<file path="src/wsd_pkg.sv">
`timescale 1ns / 1ps

package wsd_pkg;

	localparam logic [3:0] OP_CONT  = 4'h0;
	localparam logic [3:0] OP_TEXT  = 4'h1;
	localparam logic [3:0] OP_CLOSE = 4'h8;
	localparam logic [3:0] OP_PING  = 4'h9;
	localparam logic [3:0] OP_PONG  = 4'hA;

	localparam logic [2:0] CLASS_DATA  = 3'd0;
	localparam logic [2:0] CLASS_CLOSE = 3'd1;
	localparam logic [2:0] CLASS_PING  = 3'd2;
	localparam logic [2:0] CLASS_PONG  = 3'd3;
	localparam logic [2:0] CLASS_OTHER = 3'd4;

	localparam logic [6:0] LEN_EXT16 = 7'd126;
	localparam logic [6:0] LEN_EXT64 = 7'd127;

	typedef struct packed {
		logic       valid;
		logic [7:0] payload_byte;
		logic       payload_valid;
		logic [3:0] frame_opcode;
		logic [2:0] frame_class;
		logic       frame_end;
	} result_t;

	function automatic logic [2:0] class_of(input logic [3:0] op);
		logic [2:0] cls;
		case (op)
			OP_CONT, OP_TEXT: cls = CLASS_DATA;
			OP_CLOSE:         cls = CLASS_CLOSE;
			OP_PING:          cls = CLASS_PING;
			OP_PONG:          cls = CLASS_PONG;
			default:          cls = CLASS_OTHER;
		endcase
		return cls;
	endfunction

endpackage

</file>
<file path="src/wsd_parser.sv">
`timescale 1ns / 1ps

module wsd_parser (
	input  logic               clk,
	input  logic               arst_n,
	input  logic               advance,
	input  logic [7:0]         byte_in,
	output wsd_pkg::result_t   res
);

	typedef enum logic [2:0] {
		PH_HDR0 = 3'd0,
		PH_HDR1 = 3'd1,
		PH_EXT  = 3'd2,
		PH_MASK = 3'd3,
		PH_DATA = 3'd4
	} phase_t;

	phase_t      phase_q, phase_n;
	logic [3:0]  opcode_q, opcode_n;
	logic        mask_q, mask_n;
	logic [63:0] rem_q, rem_n;
	logic [2:0]  ext_q, ext_n;
	logic [31:0] key_q, key_n;
	logic [1:0]  idx_q, idx_n;
	logic [7:0]  key_byte;

	always_comb begin
		phase_n  = phase_q;
		opcode_n = opcode_q;
		mask_n   = mask_q;
		rem_n    = rem_q;
		ext_n    = ext_q;
		key_n    = key_q;
		idx_n    = idx_q;
		key_byte = 8'd0;
		res               = '0;
		res.frame_opcode  = opcode_q;
		res.frame_class   = wsd_pkg::class_of(opcode_q);
		case (phase_q)
			PH_HDR1: begin
				mask_n = byte_in[7];
				key_n  = 32'd0;
				rem_n  = 64'd0;
				if (byte_in[6:0] == wsd_pkg::LEN_EXT16) begin
					ext_n   = 3'd1;
					phase_n = PH_EXT;
				end else if (byte_in[6:0] == wsd_pkg::LEN_EXT64) begin
					ext_n   = 3'd7;
					phase_n = PH_EXT;
				end else begin
					rem_n = {57'd0, byte_in[6:0]};
					idx_n = 2'd0;
					if (mask_n) begin
						phase_n = PH_MASK;
					end else if (rem_n == 64'd0) begin
						phase_n       = PH_HDR0;
						res.valid     = 1'b1;
						res.frame_end = 1'b1;
					end else begin
						phase_n = PH_DATA;
					end
				end
			end
			PH_EXT: begin
				rem_n = {rem_q[55:0], byte_in};
				if (ext_q == 3'd0) begin
					idx_n = 2'd0;
					if (mask_q) begin
						phase_n = PH_MASK;
					end else if (rem_n == 64'd0) begin
						phase_n       = PH_HDR0;
						res.valid     = 1'b1;
						res.frame_end = 1'b1;
					end else begin
						phase_n = PH_DATA;
					end
				end else begin
					ext_n = ext_q - 3'd1;
				end
			end
			PH_MASK: begin
				key_n = {key_q[23:0], byte_in};
				if (idx_q == 2'd3) begin
					idx_n = 2'd0;
					if (rem_q == 64'd0) begin
						phase_n       = PH_HDR0;
						res.valid     = 1'b1;
						res.frame_end = 1'b1;
					end else begin
						phase_n = PH_DATA;
					end
				end else begin
					idx_n = idx_q + 2'd1;
				end
			end
			PH_DATA: begin
				if (mask_q) begin
					case (idx_q)
						2'd0:    key_byte = key_q[31:24];
						2'd1:    key_byte = key_q[23:16];
						2'd2:    key_byte = key_q[15:8];
						default: key_byte = key_q[7:0];
					endcase
				end
				idx_n = idx_q + 2'd1;
				rem_n = rem_q - 64'd1;
				res.valid         = 1'b1;
				res.payload_valid = 1'b1;
				res.payload_byte  = byte_in ^ key_byte;
				res.frame_end     = (rem_n == 64'd0);
				if (rem_n == 64'd0) begin
					phase_n = PH_HDR0;
				end
			end
			default: begin
				opcode_n = byte_in[3:0];
				phase_n  = PH_HDR1;
			end
		endcase
	end

	always_ff @(posedge clk or negedge arst_n) begin
		if (!arst_n) begin
			phase_q  <= PH_HDR0;
			opcode_q <= 4'd0;
			mask_q   <= 1'b0;
			rem_q    <= 64'd0;
			ext_q    <= 3'd0;
			key_q    <= 32'd0;
			idx_q    <= 2'd0;
		end else if (advance) begin
			phase_q  <= phase_n;
			opcode_q <= opcode_n;
			mask_q   <= mask_n;
			rem_q    <= rem_n;
			ext_q    <= ext_n;
			key_q    <= key_n;
			idx_q    <= idx_n;
		end
	end

endmodule

</file>
<file path="src/websocket_frame_deframer_core.sv">
`timescale 1ns / 1ps
// Channel   Direction  Handshake             Words
// input     in         in_valid / in_stall   link_byte
// output    out        out_valid / out_stall payload_byte, payload_valid, frame_opcode,
//                                            frame_class, frame_end
//
// One byte per cycle sustained while out_stall is low; a byte passes from the input
// register to the result register, where its result is offered. Header bytes give no
// result unless they end an empty frame; the parser state advances as the byte leaves
// the input register. arst_n clears valid_s1, the result register and all parser state.
// out_stall holds a valid result and, once the input register is full, raises in_stall.

module websocket_frame_deframer_core (
	input  logic       clk,
	input  logic       arst_n,
	input  logic       in_valid,
	output logic       in_stall,
	input  logic [7:0] link_byte,
	output logic       out_valid,
	input  logic       out_stall,
	output logic [7:0] payload_byte,
	output logic       payload_valid,
	output logic [3:0] frame_opcode,
	output logic [2:0] frame_class,
	output logic       frame_end
);

	logic              valid_s1;
	logic [7:0]        byte_s1;
	logic              advance;
	wsd_pkg::result_t  res;
	wsd_pkg::result_t  out_q;

	assign advance  = valid_s1 && (!out_q.valid || !out_stall);
	assign in_stall = valid_s1 && !advance;

	always_ff @(posedge clk or negedge arst_n) begin
		if (!arst_n) begin
			valid_s1 <= 1'b0;
		end else if (!in_stall) begin
			valid_s1 <= in_valid;
		end
	end

	always_ff @(posedge clk) begin
		if (!in_stall && in_valid) begin
			byte_s1 <= link_byte;
		end
	end

	wsd_parser u_parser (
		.clk     (clk),
		.arst_n  (arst_n),
		.advance (advance),
		.byte_in (byte_s1),
		.res     (res)
	);

	always_ff @(posedge clk or negedge arst_n) begin
		if (!arst_n) begin
			out_q <= '0;
		end else if (advance) begin
			out_q <= res;
		end else if (out_q.valid && !out_stall) begin
			out_q.valid <= 1'b0;
		end
	end

	assign out_valid     = out_q.valid;
	assign payload_byte  = out_q.payload_byte;
	assign payload_valid = out_q.payload_valid;
	assign frame_opcode  = out_q.frame_opcode;
	assign frame_class   = out_q.frame_class;
	assign frame_end     = out_q.frame_end;

	a_empty_ends_frame: assert property (@(posedge clk) disable iff (!arst_n)
		out_valid && !payload_valid |-> frame_end && payload_byte == 8'd0)
		else $error("empty result must end its frame with a zero byte");

	a_class_matches: assert property (@(posedge clk) disable iff (!arst_n)
		out_valid |-> frame_class == wsd_pkg::class_of(frame_opcode))
		else $error("frame class disagrees with opcode");

	a_stall_needs_word: assert property (@(posedge clk) disable iff (!arst_n)
		in_stall |-> valid_s1 && out_valid && out_stall)
		else $error("input stalled without a blocked result");

	a_result_loaded: assert property (@(posedge clk) disable iff (!arst_n)
		advance && res.valid |=> out_valid)
		else $error("parser result lost");

endmodule
</file>
<file path="config.mk">
export PLATFORM = sky130hd
export DESIGN_NAME = websocket_frame_deframer_core
export DESIGN_NICKNAME = d
export VERILOG_FILES = /design/src/wsd_pkg.sv /design/src/wsd_parser.sv /design/src/websocket_frame_deframer_core.sv
export SDC_FILE = /design/constraint.sdc
export NUM_CORES = 1
export LEC_CHECK = 0
export ABC_CLOCK_PERIOD_IN_PS = 3100
export BUFFER_PORTS_ARGS = -buffer_cell sky130_fd_sc_hd__buf_2
export CAP_MARGIN = 0
export CORE_AREA = 3 3 121 152
export DETAILED_ROUTE_END_ITERATION = 10
export DIE_AREA = 0 0 124 155
export PLACE_DENSITY_LB_ADDON = 0.12
export SLEW_MARGIN = 15
export SYNTH_ARGS = -nofsm -noshare
export SYNTH_HDL_FRONTEND = slang
export SYNTH_SLANG_ARGS = --single-unit
</file>
<file path="constraint.sdc">
create_clock -name clk -period 3.1 [get_ports clk]
set_clock_uncertainty 0.15 [all_clocks]
set_input_delay 0.62 -clock clk [delete_from_list [all_inputs] [get_ports clk]]
set_output_delay 0.62 -clock clk [all_outputs]
set_load 0.005 [all_outputs]
</file>
==> flow_metrics.env <==
export IMPL_critPathKind="flop to flop"
export IMPL_die_y_um=155
export IMPL_hold_class="input port to asynchronous set/reset pin"
export IMPL_clk_latency_worst_skew_pair_ps=430
export IMPL_synth_cell_area_sq_um=8470
export IMPL_area_share_of_xor_xnor_cells_in_the_synthesized_design=0.0258
export IMPL_dpl_worst_slack_ps=-92.2
export IMPL_grt_ovf=0
export IMPL_post_drt_via_cell_ratio=6.48
export IMPL_post_syn_area_per_cell_sq_um=8.30
export IMPL_maxSlewHeadroom=0.368
export IMPL_wl_met1_um=11600
export IMPL_synth_edff_count=8
export IMPL_rsz0062_at_grt="yes"
export IMPL_final_setup_violating_endpoints=0
export IMPL_design_core_area_sq_um=17000
export IMPL_tritoncts_num_buffers=17
export IMPL_synth_compound_area_frac=0.252
export IMPL_outcome="finished clean"
export IMPL_critPathCaptureType="flop"
export IMPL_post_dp_hpwl_um=20100
export IMPL_clkSlewWorstSetupHoldPaths_ps=60
export IMPL_slew_worst_pin_ps=944
export IMPL_post_synth_top_area_fraction=0.378
export IMPL_hold_violations=0
export IMPL_cts_root_buf="clkbuf_16"
export IMPL_area_growth_pct=24.8
export IMPL_finalPower_uw=8900
export IMPL_synth_seq_area_share=0.406
export IMPL_synth_mux_area_frac=0.00916
export IMPL_power_density_nw_per_um2=842
export IMPL_drtIter0Drc=857
export IMPL_diodes_inserted=0
export IMPL_synth_nets=1042
export IMPL_post_synth_top_count_cell="o21ai_0"
export IMPL_gp_congestion=0.992
export IMPL_worst_path_cell_trace="buf_4, nor4_2, buf_4, nand4b_1, buf_6, nor4_1, buf_4, xnor2_1, o21ai_0, nor4_1, nand4_1, nand2_1, a41oi_2"
export IMPL_cap_violations=0
export IMPL_drcViolationCount=0
export IMPL_synthesis_yosys_warnings=0
export IMPL_grt_antenna_before_repair=0
export IMPL_design_final_nets=1144
export IMPL_met3_length_um=2000
export IMPL_post_drt_wl_per_cell_um=21.1
export IMPL_num_fill_cells=1516
export IMPL_synthCells=1021
export IMPL_drive_above_1_share=0.236
export IMPL_number_of_routed_nets_with_antenna_violations=0
export IMPL_slew_violations=0
export IMPL_power_ir_vdd_worst_v=0.000444
export IMPL_timing_fmax_ghz=0.332
export IMPL_cp_top_family="simple AND/OR/NAND/NOR gates"
export IMPL_synth_top_family_by_area="compound AO/OA/AOI/OAI gates"
export IMPL_cts_max_path_buffers=2
export IMPL_period_minus_slack_ps=3020
export IMPL_register_area_sq_um=3440
export IMPL_starting_density=0.499
export IMPL_grt_use_total=0.303
export IMPL_critical_path_top_cell_by_count="buf_4"
export IMPL_ys_seq_elements=136
export IMPL_critPathBufInv=4
export IMPL_fin_setup_tns_ps=0
export IMPL_tritoncts="done"
export IMPL_via_count=8792
export IMPL_critical_path_slowest_cell="dfrtp_1"
export IMPL_synth_top_cells_by_count="134 x o21ai_0, 128 x dfrtp_1, 97 x nand2_1"
export IMPL_multiInputGateArea_sq_um=4900
export IMPL_grt_start_max_net_pins=84
export IMPL_fin_crit_sh=0.973
export IMPL_drt_first_pass_iters=6
export IMPL_floorplan_die_area_sq_um=19200
export IMPL_yosysTopAreaCell="dfrtp_1"
export IMPL_synth_adder_area_share=0.0133
export IMPL_grt_first_pass_wirelength_um=45400
export IMPL_met2RoutedLength_um=13700
export IMPL_crit_path_max_fanout=6
export IMPL_total_leakage_power_uw=0.00461
export IMPL_synth_flop_type="dfrtp_1"
export IMPL_postRouteWirelength_um=28700
export IMPL_fp_dieW_um=124
export IMPL_number_of_i_o_pins=31
export IMPL_first_global_vias=8363
export IMPL_post_route_worst_setup_slack_ps=84.9
export IMPL_placement_io_buffers=30
export IMPL_critical_path_arrival_ps=3140
export IMPL_dr_top_layer="met4"
export IMPL_crit_required_ps=3230
export IMPL_yosys_cell_types_count=69
export IMPL_critical_path_max_stage_delay_ps=410
export IMPL_synth_area_top_cells="dfrtp_1 38%, o21ai_0 7.9%, nand2_1 4.3%, nor2_1 4.2%, a21oi_1 3.8%"
export IMPL_synthSimpleGateAreaFrac=0.242
export IMPL_clock_sinks=136
export IMPL_htreeDepth=4
export IMPL_async_reset_ff_frac=0.941
export IMPL_placement_rows=53
export IMPL_critPathLaunchType="flop"
==> cell type report <==
type,instances,share of cell area
timing repair buffer,166,0.119
multi-input combinational,777,0.464
clock buffer,18,0.0406
inverter,25,0.00888
sequential,136,0.326
clock inverter,14,0.0163
tap,220,0.0260
==> path summary, 6_finish.rpt <==
kind / from / endpoint / slack (ps) / cells after the start
hold / removal: arst_n / u_parser.key_q[28]$_DFFE_PN0P_ / 3 / 1
setup reg to reg: u_parser.rem_q[15]$_DFFE_PN0P_ / u_parser.phase_q[2]$_DFFE_PN0P_ / 80 / 13
min in group clk: link_byte[0] / byte_s1[0]$_DFFE_PP_ / 210 / 1
setup / recovery: u_parser.rem_q[15]$_DFFE_PN0P_ / u_parser.phase_q[2]$_DFFE_PN0P_ / 80 / 13
hold reg to reg: payload_byte[6]$_DFFE_PN0P_ / payload_byte[6]$_DFFE_PN0P_ / 320 / 2
max in group asynchronous: arst_n / u_parser.rem_q[40]$_DFFE_PN0P_ / 2060 / 2
==> per-stage QoR <==
step,utilization,hold slack [ps],std cells,cell area [sq um]
3_5_place_dp,0.570,312,1319,9680
6_report,0.623,3.32,1356,10600
4_1_cts,0.608,37.4,1352,10300
5_1_grt,0.623,54.7,1356,10600
3_3_place_gp,0.570,306,1319,9680
2_1_floorplan,-,174,1021,8510
==> repair_timing <==
item	in CTS	in global routing
pin swaps	1	4
hold buffers	0	0
setup endpoints to repair	3	9
gates resized for setup	4	45
cloned	0	0
buffers inserted	1	4
==> flip-flops by register name, summed over array words and instances (netlist names) <==
signal,flops
u_parser.opcode_q,4
valid_s1,1
u_parser.idx_q,2
payload_byte,8
u_parser.ext_q,3
u_parser.mask_q,1
u_parser.key_q,32
payload_valid,1
out_valid,1
frame_opcode,4
frame_end,1
byte_s1,8
frame_class,3
u_parser.phase_q,3
u_parser.rem_q,64
==> cell families after synthesis <==
group           after synthesis
compound gates              339
flops                       136
buf+inv                     108
xor+xnor                     25
fa+ha+maj                     9
simple gates                397
mux                           7
==> cell usage in the layout, fill, tap and decap left out, types with 10 or more instances in the layout <==
| master | instances |
|---|---|
| a31oi_1 | 12 |
| nand4_1 | 17 |
| nand2_1 | 96 |
| nor4_2 | 13 |
| o21ai_0 | 132 |
| nand3_1 | 12 |
| and3_1 | 10 |
| a32oi_1 | 16 |
| nor3_1 | 40 |
| buf_2 | 29 |
| dfrtp_1 | 128 |
| or3_1 | 12 |
| clkbuf_16 | 17 |
| a22oi_1 | 21 |
| nor4_1 | 24 |
| xnor2_1 | 13 |
| a22o_1 | 32 |
| xor2_1 | 12 |
| or4_1 | 13 |
| a21oi_1 | 65 |
| nor2_1 | 90 |
| buf_4 | 129 |
| inv_1 | 23 |
==> where the power goes <==
part           switching [uW]  total [uW]  leakage [uW]  internal, uW
combinational            2560        4250       0.00252          1680
sequential                393        2530       0.00180          2140
clock                     849        2120      0.000291          1270
==> per-layer routing <==
layer	vias to the layer above	GRT usage
met5	-	0
met1	4229	0.392
met2	416	0.486
li1	4042	-
met3	105	0.0538
met4	0	0.147
==> worst register-to-register path, stage by stage, from the launching register on <==
cell and delay [ps]:
dfrtp_1 410, buf_4 170, nor4_2 250, buf_4 150, nand4b_1 180, buf_6 210, nor4_1 270, buf_4 160
xnor2_1 110, o21ai_0 100, nor4_1 310, nand4_1 180, nand2_1 110, a41oi_2 100
Note: power is estimated with default switching activity, not from simulation.
